**src/rtl/ltr_pkg.sv**
```systemverilog
package ltr_pkg;

  localparam int DEF_COUNT_BITS = 32;
  localparam int QUEUE_DEPTH    = 2;

  localparam logic [31:0] DJB_SEED = 32'd5381;

  localparam logic [7:0] CH_NUL   = 8'h00;
  localparam logic [7:0] CH_TAB   = 8'h09;
  localparam logic [7:0] CH_LF    = 8'h0a;
  localparam logic [7:0] CH_CR    = 8'h0d;
  localparam logic [7:0] CH_SPACE = 8'h20;
  localparam logic [7:0] CH_HASH  = 8'h23;
  localparam logic [7:0] CH_LBRACE = 8'h7b;
  localparam logic [7:0] CH_RBRACE = 8'h7d;

  typedef enum logic [2:0] {
    PH_START = 3'b001,
    PH_TOKEN = 3'b010,
    PH_SKIP  = 3'b100
  } phase_t;

  typedef struct packed {
    logic is_lf;
    logic is_cr;
    logic skip_lead;
    logic is_delim;
  } byte_class_t;

  typedef struct packed {
    logic [7:0]  data;
    logic [31:0] pos;
    byte_class_t cls;
  } item_t;

endpackage

```
**src/rtl/ltr_front.sv**
```systemverilog
module ltr_front #(
  parameter int COUNT_BITS = ltr_pkg::DEF_COUNT_BITS
) (
  input  logic            clk,
  input  logic            rst_n,
  input  logic            in_valid,
  output logic            in_ready,
  input  logic [7:0]      in_data_byte,
  output logic            push,
  input  logic            q_ready,
  output ltr_pkg::item_t  push_item
);

  logic [COUNT_BITS-1:0] pos_r;
  logic [COUNT_BITS-1:0] pos_nxt;

  assign in_ready = q_ready;
  assign push     = in_valid && q_ready;
  assign pos_nxt  = pos_r + COUNT_BITS'(1);

  always_ff @(posedge clk) begin
    if (!rst_n) begin
      pos_r <= '0;
    end else if (push) begin
      pos_r <= pos_nxt;
    end
  end

  always_comb begin
    push_item.data          = in_data_byte;
    push_item.pos           = 32'(pos_r);
    push_item.cls.is_lf     = (in_data_byte == ltr_pkg::CH_LF);
    push_item.cls.is_cr     = (in_data_byte == ltr_pkg::CH_CR);
    push_item.cls.skip_lead = (in_data_byte == ltr_pkg::CH_HASH)
                           || (in_data_byte == ltr_pkg::CH_LBRACE)
                           || (in_data_byte == ltr_pkg::CH_RBRACE)
                           || (in_data_byte == ltr_pkg::CH_TAB);
    push_item.cls.is_delim  = (in_data_byte == ltr_pkg::CH_TAB)
                           || (in_data_byte == ltr_pkg::CH_SPACE)
                           || (in_data_byte == ltr_pkg::CH_NUL);
  end

endmodule

```
**src/rtl/ltr_queue.sv**
```systemverilog
module ltr_queue #(
  parameter int DEPTH = ltr_pkg::QUEUE_DEPTH
) (
  input  logic            clk,
  input  logic            rst_n,
  input  logic            push,
  input  ltr_pkg::item_t  push_item,
  output logic            q_ready,
  output logic            q_valid,
  input  logic            pop,
  output ltr_pkg::item_t  pop_item
);

  localparam int PW = (DEPTH > 1) ? $clog2(DEPTH) : 1;
  localparam int CW = $clog2(DEPTH + 1);

  ltr_pkg::item_t slot_r [DEPTH];
  logic [PW-1:0]  wr_ptr_r;
  logic [PW-1:0]  rd_ptr_r;
  logic [CW-1:0]  count_r;
  logic [CW-1:0]  count_nxt;

  assign q_ready  = (count_r != CW'(DEPTH));
  assign q_valid  = (count_r != '0);
  assign pop_item = slot_r[rd_ptr_r];

  always_comb begin
    count_nxt = count_r;
    if (push && !pop) begin
      count_nxt = count_r + CW'(1);
    end else if (pop && !push) begin
      count_nxt = count_r - CW'(1);
    end
  end

  // pointers wrap at the depth, which need not be a power of two
  always_ff @(posedge clk) begin
    if (!rst_n) begin
      wr_ptr_r <= '0;
      rd_ptr_r <= '0;
      count_r  <= '0;
    end else begin
      count_r <= count_nxt;
      if (push) begin
        wr_ptr_r <= (wr_ptr_r == PW'(DEPTH - 1)) ? '0 : wr_ptr_r + PW'(1);
      end
      if (pop) begin
        rd_ptr_r <= (rd_ptr_r == PW'(DEPTH - 1)) ? '0 : rd_ptr_r + PW'(1);
      end
    end
  end

  always_ff @(posedge clk) begin
    if (push) begin
      slot_r[wr_ptr_r] <= push_item;
    end
  end

endmodule

```
**src/rtl/ltr_back.sv**
```systemverilog
module ltr_back #(
  parameter int COUNT_BITS = ltr_pkg::DEF_COUNT_BITS
) (
  input  logic            clk,
  input  logic            rst_n,
  input  logic            q_valid,
  output logic            pop,
  input  ltr_pkg::item_t  pop_item,
  output logic            out_valid,
  input  logic            out_ready,
  output logic [31:0]     out_line_number,
  output logic [31:0]     out_token_offset,
  output logic [31:0]     out_sum_hash,
  output logic [31:0]     out_djb2_hash
);

  logic [COUNT_BITS-1:0] line_r, line_nxt;
  logic [31:0]           start_r, start_nxt;
  ltr_pkg::phase_t       phase_r, phase_nxt;
  logic                  pending_r, pending_nxt;
  logic                  after_cr_r, after_cr_nxt;
  logic [15:0]           sum_r, sum_nxt;
  logic [15:0]           len_r, len_nxt;
  logic [31:0]           djb_r, djb_nxt;
  logic                  emit;
  logic                  out_valid_r, out_valid_nxt;
  logic [31:0]           line_out_r, offset_out_r, sum_out_r, djb_out_r;

  logic [15:0] sum_add;
  logic [15:0] len_add;
  logic [31:0] djb_add;

  assign pop = q_valid && (!out_valid_r || out_ready);

  assign sum_add = sum_r + {8'd0, pop_item.data};
  assign len_add = len_r + 16'd1;
  // h*33 + b as shift and add
  assign djb_add = {djb_r[26:0], 5'd0} + djb_r + {24'd0, pop_item.data};

  always_comb begin
    line_nxt     = line_r;
    start_nxt    = start_r;
    phase_nxt    = phase_r;
    pending_nxt  = pending_r;
    after_cr_nxt = after_cr_r;
    sum_nxt      = sum_r;
    len_nxt      = len_r;
    djb_nxt      = djb_r;
    emit         = 1'b0;
    if (pop) begin
      if (pop_item.cls.is_lf && after_cr_r) begin
        // lf that completes a cr lf pair
        after_cr_nxt = 1'b0;
      end else begin
        after_cr_nxt = pop_item.cls.is_cr;
        if (pop_item.cls.is_lf || pop_item.cls.is_cr) begin
          line_nxt    = line_r + COUNT_BITS'(1);
          emit        = pending_r;
          pending_nxt = 1'b0;
          sum_nxt     = '0;
          len_nxt     = '0;
          djb_nxt     = ltr_pkg::DJB_SEED;
          phase_nxt   = ltr_pkg::PH_START;
        end else begin
          case (phase_r)
            ltr_pkg::PH_START: begin
              if (pop_item.cls.skip_lead) begin
                phase_nxt = ltr_pkg::PH_SKIP;
              end else begin
                start_nxt   = pop_item.pos;
                pending_nxt = 1'b1;
                sum_nxt     = sum_add;
                len_nxt     = len_add;
                djb_nxt     = djb_add;
                phase_nxt   = ltr_pkg::PH_TOKEN;
              end
            end
            ltr_pkg::PH_TOKEN: begin
              if (pop_item.cls.is_delim) begin
                phase_nxt = ltr_pkg::PH_SKIP;
              end else begin
                sum_nxt = sum_add;
                len_nxt = len_add;
                djb_nxt = djb_add;
              end
            end
            default: begin
              phase_nxt = phase_r;
            end
          endcase
        end
      end
    end
  end

  always_comb begin
    if (emit) begin
      out_valid_nxt = 1'b1;
    end else if (out_ready) begin
      out_valid_nxt = 1'b0;
    end else begin
      out_valid_nxt = out_valid_r;
    end
  end

  always_ff @(posedge clk) begin
    if (!rst_n) begin
      line_r      <= '0;
      start_r     <= '0;
      phase_r     <= ltr_pkg::PH_START;
      pending_r   <= 1'b0;
      after_cr_r  <= 1'b0;
      sum_r       <= '0;
      len_r       <= '0;
      djb_r       <= ltr_pkg::DJB_SEED;
      out_valid_r <= 1'b0;
    end else begin
      line_r      <= line_nxt;
      start_r     <= start_nxt;
      phase_r     <= phase_nxt;
      pending_r   <= pending_nxt;
      after_cr_r  <= after_cr_nxt;
      sum_r       <= sum_nxt;
      len_r       <= len_nxt;
      djb_r       <= djb_nxt;
      out_valid_r <= out_valid_nxt;
    end
  end

  always_ff @(posedge clk) begin
    if (emit) begin
      line_out_r   <= 32'(line_nxt);
      offset_out_r <= start_r;
      sum_out_r    <= {len_r, sum_r};
      djb_out_r    <= djb_r;
    end
  end

  assign out_valid        = out_valid_r;
  assign out_line_number  = line_out_r;
  assign out_token_offset = offset_out_r;
  assign out_sum_hash     = sum_out_r;
  assign out_djb2_hash    = djb_out_r;

endmodule

```
**src/rtl/line_token_hash_records_top.sv**
```systemverilog
// a line end byte is queued, then the back registers any pending record and sets out_valid
// throughput: one byte per cycle; the front takes a byte whenever the two-entry queue has room
// the back retires one byte per cycle while the output register is free or being drained
// reset: synchronous active-low rst_n clears counters, token state and queue; hash seed 5381
module line_token_hash_records_top #(
  parameter int COUNT_BITS = ltr_pkg::DEF_COUNT_BITS
) (
  input  logic        clk,
  input  logic        rst_n,
  input  logic        in_valid,
  output logic        in_ready,
  input  logic [7:0]  in_data_byte,
  output logic        out_valid,
  input  logic        out_ready,
  output logic [31:0] out_line_number,
  output logic [31:0] out_token_offset,
  output logic [31:0] out_sum_hash,
  output logic [31:0] out_djb2_hash
);

  logic           push;
  logic           q_ready;
  logic           q_valid;
  logic           pop;
  ltr_pkg::item_t push_item;
  ltr_pkg::item_t pop_item;

  ltr_front #(
    .COUNT_BITS(COUNT_BITS)
  ) u_front (
    .clk          (clk),
    .rst_n        (rst_n),
    .in_valid     (in_valid),
    .in_ready     (in_ready),
    .in_data_byte (in_data_byte),
    .push         (push),
    .q_ready      (q_ready),
    .push_item    (push_item)
  );

  ltr_queue #(
    .DEPTH(ltr_pkg::QUEUE_DEPTH)
  ) u_queue (
    .clk       (clk),
    .rst_n     (rst_n),
    .push      (push),
    .push_item (push_item),
    .q_ready   (q_ready),
    .q_valid   (q_valid),
    .pop       (pop),
    .pop_item  (pop_item)
  );

  ltr_back #(
    .COUNT_BITS(COUNT_BITS)
  ) u_back (
    .clk              (clk),
    .rst_n            (rst_n),
    .q_valid          (q_valid),
    .pop              (pop),
    .pop_item         (pop_item),
    .out_valid        (out_valid),
    .out_ready        (out_ready),
    .out_line_number  (out_line_number),
    .out_token_offset (out_token_offset),
    .out_sum_hash     (out_sum_hash),
    .out_djb2_hash    (out_djb2_hash)
  );

endmodule

```
**config.mk**
```make
export PLATFORM = sky130hd
export DESIGN_NAME = line_token_hash_records_top
export DESIGN_NICKNAME = d
export VERILOG_FILES = /design/src/rtl/ltr_pkg.sv /design/src/rtl/ltr_front.sv /design/src/rtl/ltr_queue.sv /design/src/rtl/ltr_back.sv /design/src/rtl/line_token_hash_records_top.sv
export SDC_FILE = /design/constraint.sdc
export NUM_CORES = 1
export LEC_CHECK = 0
export ABC_AREA = 1
export BUFFER_PORTS_ARGS = -buffer_cell sky130_fd_sc_hd__buf_2
export CAP_MARGIN = 10
export CELL_PAD_IN_SITES_DETAIL_PLACEMENT = 0
export CELL_PAD_IN_SITES_GLOBAL_PLACEMENT = 1
export CORE_MARGIN = 10
export CORE_UTILIZATION = 42
export DETAILED_ROUTE_END_ITERATION = 10
export HOLD_SLACK_MARGIN = 0.15
export PLACE_DENSITY = 0.79
export SYNTH_ARGS = -nofsm -noshare
export SYNTH_HDL_FRONTEND = slang
export SYNTH_SLANG_ARGS = --single-unit
```
**constraint.sdc**
```tcl
create_clock -name clk -period 6.45 [get_ports clk]
set_input_delay 0.3225 -clock clk [delete_from_list [all_inputs] [get_ports clk]]
set_output_delay 0.3225 -clock clk [all_outputs]
set_load 0.005 [all_outputs]
```
* Yosys cells after proc, flatten, opt, wreduce, memory -nomap -nowiden
Memories as Yosys holds them, arrays and structs flattened. A register that Yosys moved wholly into a read port is not among the register bits.
Index checks and enable logic that the tools add are counted.
** Storage, ports and cells
- Logic and storage cells :: 106
- Bits in writable memories :: 88
- Register bits after elaboration :: 298
- Output and inout port bits :: 130
- Memories :: 1
** Memory list
- u_queue.slot_r :: words 2, width 44, read ports 1, clocked after memory_dff 1, write ports 1, line ltr_queue.sv:17 : ltr_pkg::item_t slot_r [DEPTH];
** Operators by class
- Bitwise gates (word level) :: 3
- $add $sub $neg :: 10
- Equal/unequal tests :: 14
- Mux-type cells :: 36
- Reductions and logical operators :: 25
** Operators by type and width (number)
- two-way mux 32 bit :: 6
- two-way mux 16 bit :: 6
- adder 32 x 1 -> 32 bit, second input constant :: 2
- case mux 16 bit (2 select lines) :: 2
- case mux 32 bit (2 select lines) :: 1
- adder 32 bit :: 1
- adder 32 x 8 -> 32 bit :: 1
- == test 8 x 4 -> 1 bit, second input constant :: 3
- adder 16 x 1 -> 16 bit, second input constant :: 1
- adder 16 x 8 -> 16 bit :: 1
- == test 8 x 6 -> 1 bit, second input constant :: 2
- == test 8 x 7 -> 1 bit, second input constant :: 2
- two-way mux 1 bit :: 15
- AND reduction 5 bit :: 2
- two-way mux 3 bit :: 3
- != test 3 x 2 -> 1 bit, second input constant :: 3
- zero test 8 bit :: 1
- AND reduction 4 bit :: 2
- nonzero test 2 bit :: 4
- logical OR 1 bit :: 7
- case mux 3 bit (2 select lines) :: 1
- logical AND 1 bit :: 5
- two-way mux 2 bit :: 2
- == test 3 x 1 -> 1 bit, second input constant :: 1
- other kinds (9) :: 14

* Logic depth before layout (Yosys ltp)
- Depth in word-level cells :: 6
- Depth in mapped cells :: 19
- Mapped depth without buffers :: 17

* By module
From an unflattened synthesis, not the netlist that was laid out.
** Second synthesis, totals
- Cells, all modules :: 2023
- Area total of the unflattened synthesis :: 18375.1 sq um
** Modules (own cells, without submodules)
- ltr_back :: instances 1, seq. area each 6526.3 sq um, area an instance 12752.2 sq um, cells an instance 1535
- ltr_queue :: instances 1, seq. area each 2742.6 sq um, area an instance 3607.2 sq um, cells an instance 172
- ltr_front :: instances 1, seq. area each 640.6 sq um, area an instance 2015.7 sq um, cells an instance 316

* Worst setup path before layout
OpenSTA, ideal clock, no wires.
- Path kind :: register -> register
- From :: reg with a tool-made name
- To :: reg u_back.djb_out_r[0], in the netlist u_back.out_djb2_hash[0], enable pin
- Setup slack :: -0.637 ns
- Setup time :: 0.618 ns
- Data arrival time :: 6.469 ns
- Clock period less this slack :: 7.087 ns
- Cell stages (with the launch flop) :: 9
- Data required time :: 5.832 ns
- Path through :: dfxtp_1 -> buf_4 -> inv_4 -> nand2_1 -> nand3_1 -> nand2_2 -> nor2_2 -> inv_1 -> nor2_1
** RTL lines
- end signal: assignment :: line ltr_back.sv:135 : djb_out_r <= djb_r;
- end: declaration :: line ltr_back.sv:27 : logic [31:0] line_out_r, offset_out_r, sum_out_r, djb_out_r;

==> impl_metrics.ini <==
[outcome]
status = finished clean

[synth]
syn_nets = 2075
synth_top_area_cell = edfxtp_1
synth-edff-count = 216
async_reset_ff_share_pct = 0
ys.flop_type = edfxtp_1
ys_ff_latch = 387
synth_top_area_share_pct = 36.4
yosys-top-cells-area = edfxtp_1 36%, dfxtp_1 19%, nand2_1 12%, inv_1 5.4%, ha_1 4.9%
syn-cell-area_mm2 = 0.0178
ys_seq_area_share_pct = 55.6
syn_inst = 1988
avgSynthCellArea_um2 = 8.96
synth.most_common_cell = nand2_1
ys_top_cells_by_count = 567 x nand2_1, 256 x inv_1, 216 x edfxtp_1
yosysWarnings = 0
synth.distinct_cells = 47

[final_layout]
drive_above_1_share_pct = 12.2
syn_to_final_growth_pct = 15.7
seq_area_mm2 = 0.00991
num_antenna_cells = 0
fin_area_mm2 = 0.0206
post-route-util_pct = 49.2
multi_input_area_mm2 = 0.00671
fillCellCount = 3936
finalNetCount = 2230

[worst_setup_path]
crit_path_start_kind = flop
critPathSlowestCell = nor2_4
path_max_fanout = 95
crit_buf_inv = 4
cpLargestDelayFamily = simple AND/OR/NAND/NOR gates
critPathKind = reg -> reg
cp_cell_sequence = buf_4, nand2_1, nand2_1, nand2_2, inv_2, nor2_2, inv_1, nor2_4, buf_12
critPathMostFrequentCell = nand2_1
end_kind = flop
cpPeakStageDelay_ns = 0.93
critPathArrivalTime_ns = 3.85
rr_endpoint = u_back.out_djb2_hash[17]
reg2regPathDepth = 9
reg2reg_slack_ns = 2.82
required_ns = 6.67

[timing]
fin_ws_ns = 2.82
period_minus_slack_ns = 3.63
drv_slew = 0
slew_headroom_pct = 18.3
setup_tns_ns = 0
rsz0062_at_grt = false
max_freq_mhz = 275
hold_viol_final = 0
tightest_slew_ns = 1.22
clock_skew_ns = 0.0297
setup_viol = 0
finalCritPeriodShare_pct = 56.3

[route]
drtPass1Iterations = 8
route.detailed.drc = 0
drt-total-wl_mm = 41.9
drt_iter0_drc = 1045
routed_via_density = 4.94
wl_per_cell_um = 15.4
num_vias = 13405
ant_nets = 0

[min_path]
worstHoldStart = in_valid
hold_depth = 4
min_path_type = in -> reg
worstHoldEndpoint = u_front.pos_r[31]

[die]
coreArea_mm2 = 0.0419
rows = 75
dieArea_mm2 = 0.0511
pin_count = 142
start_util_pct = 42.5
die_x_um = 226
die_y_um = 226

[clocking]
clk_latency_ns = 0.58
cts_setup_buffers = 0
path_clk_slew_ns = 0.06
clock_tree.htree_level_count = 2
cts_hold_buf = 9
cts_buffer_depth = 3
cts_buffers = 41
cts_tree = yes
cts_root_buf = clkbuf_16
cts.sinks = 387
post_cts_resized = 0

[placement]
pre_cts_slack_ns = 2.77
dp_hpwl_mm = 29.3
globalplace.congestion = 0.863
port_buffers = 141
dpl_cell_area_mm2 = 0.0190

[global_routing]
grt_pass1_vias = 12708
antenna_found_initial = 0
overflow = 0
grt_pass1_wl_mm = 67.2
grt_max_degree = 96
grt_usage_pct = 16.3

[pwr]
peakVddDrop_uv = 221
power_density_mw_per_mm2 = 366
leakage_nw = 8.92

[flow_run]
max-cap-violations = 0
[where the power goes]
part	internal [mW]	switching, mW	total, mW
Sequential	2.90	0.160	3.06
Clock	1.52	1.01	2.53
Combinational	0.583	1.38	1.97
[per-stage QoR]
stage	instances	total power, mW	hold slack (ns)
finish	2715	7.56	0.254
global route	2715	8.03	0.254
CTS	2714	7.65	0.210
detailed placement	2629	5.08	0.413
global placement	2629	5.05	0.411
floorplan	1988	4.58	0.408
[sequential cells by signal (all words and copies together), names as in the netlist, named ones only]
signal and flops:
u_back.out_djb2_hash 32, u_back.after_cr_r 1, u_back.out_line_number 32, u_back.len_r 16, u_back.djb_r 32, u_back.out_sum_hash 32, u_queue.slot_r 88, u_back.pending_r 1
u_front.pos_r 32, u_back.start_r 32, u_queue.count_r 2, u_queue.rd_ptr_r 1, u_back.line_r 32, u_back.out_valid 1, u_back.sum_r 16, u_back.out_token_offset 32
u_back.phase_r 3, u_queue.wr_ptr_r 1
[layout by cell type, fill, tap and decap left out, types with 6 or more instances in the layout]
| cell | count |
|---|---|
| edfxtp_1 | 216 |
| nor2_2 | 6 |
| and2_1 | 8 |
| bufinv_16 | 6 |
| clkinv_2 | 6 |
| a21oi_1 | 151 |
| clkbuf_16 | 43 |
| dfxtp_1 | 171 |
| nand4_1 | 32 |
| or2_2 | 6 |
| dlygate4sd3_1 | 9 |
| inv_1 | 256 |
| xor2_1 | 35 |
| clkbuf_1 | 10 |
| ha_1 | 70 |
| nand3_2 | 11 |
| nor3_1 | 33 |
| nor2_4 | 9 |
| xnor2_1 | 6 |
| nand2_1 | 567 |
| nand3_1 | 84 |
| o21ai_0 | 68 |
| buf_2 | 141 |
| nor2_1 | 152 |
| nand3b_1 | 7 |
[per-layer routing]
metal	track usage [%]	vias up	share of wire, %
li1	-	6828	-
met1	21.8	6215	46
met3	3.28	60	6.6
met5	0	-	0
met4	5.10	0	2.2
met2	26.1	302	45
[how the worst max path moves through the flow]
stage                               end  slack, ns  cells after the start
5_1_grt         u_back.out_sum_hash[25]       2.53                      9
6_report       u_back.out_djb2_hash[17]       2.82                      9
3_5_place_dp   u_back.out_djb2_hash[25]       2.77                      9
2_1_floorplan   u_back.out_djb2_hash[0]       1.54                      8
3_3_place_gp   u_back.out_djb2_hash[28]       2.92                      9
4_1_cts         u_back.out_sum_hash[25]       2.78                      9
[cells by family after synthesis]
kind of cell / after synthesis / share of synthesized area [%]
DFF: 387 / 55.6
AOI/OAI and AO/OA: 239 / 6.96
and+or+nand+nor: 939 / 23.0
buffers and inverters: 306 / 6.89
xor gates and xnor gates: 42 / 2.11
adders and majority gates: 75 / 5.48
[cell type report]
type / count / area share (%)
well taps: 539 / 3.27
flip-flops and latches: 387 / 48.1
clock buffers: 56 / 5.60
repair buffers: 157 / 4.24
clock inverters: 20 / 1.51
multi-input cells: 1295 / 32.6
inverters: 261 / 4.76
[worst reg2reg max path, delay by kind of cell (launching register included)]
kind | cells | cell delay (ns)
buffers and inverters | 4 | 1.14
DFF | 1 | 0.33
and+or+nand+nor | 5 | 1.78
Note: power is estimated with default switching activity, not from simulation.
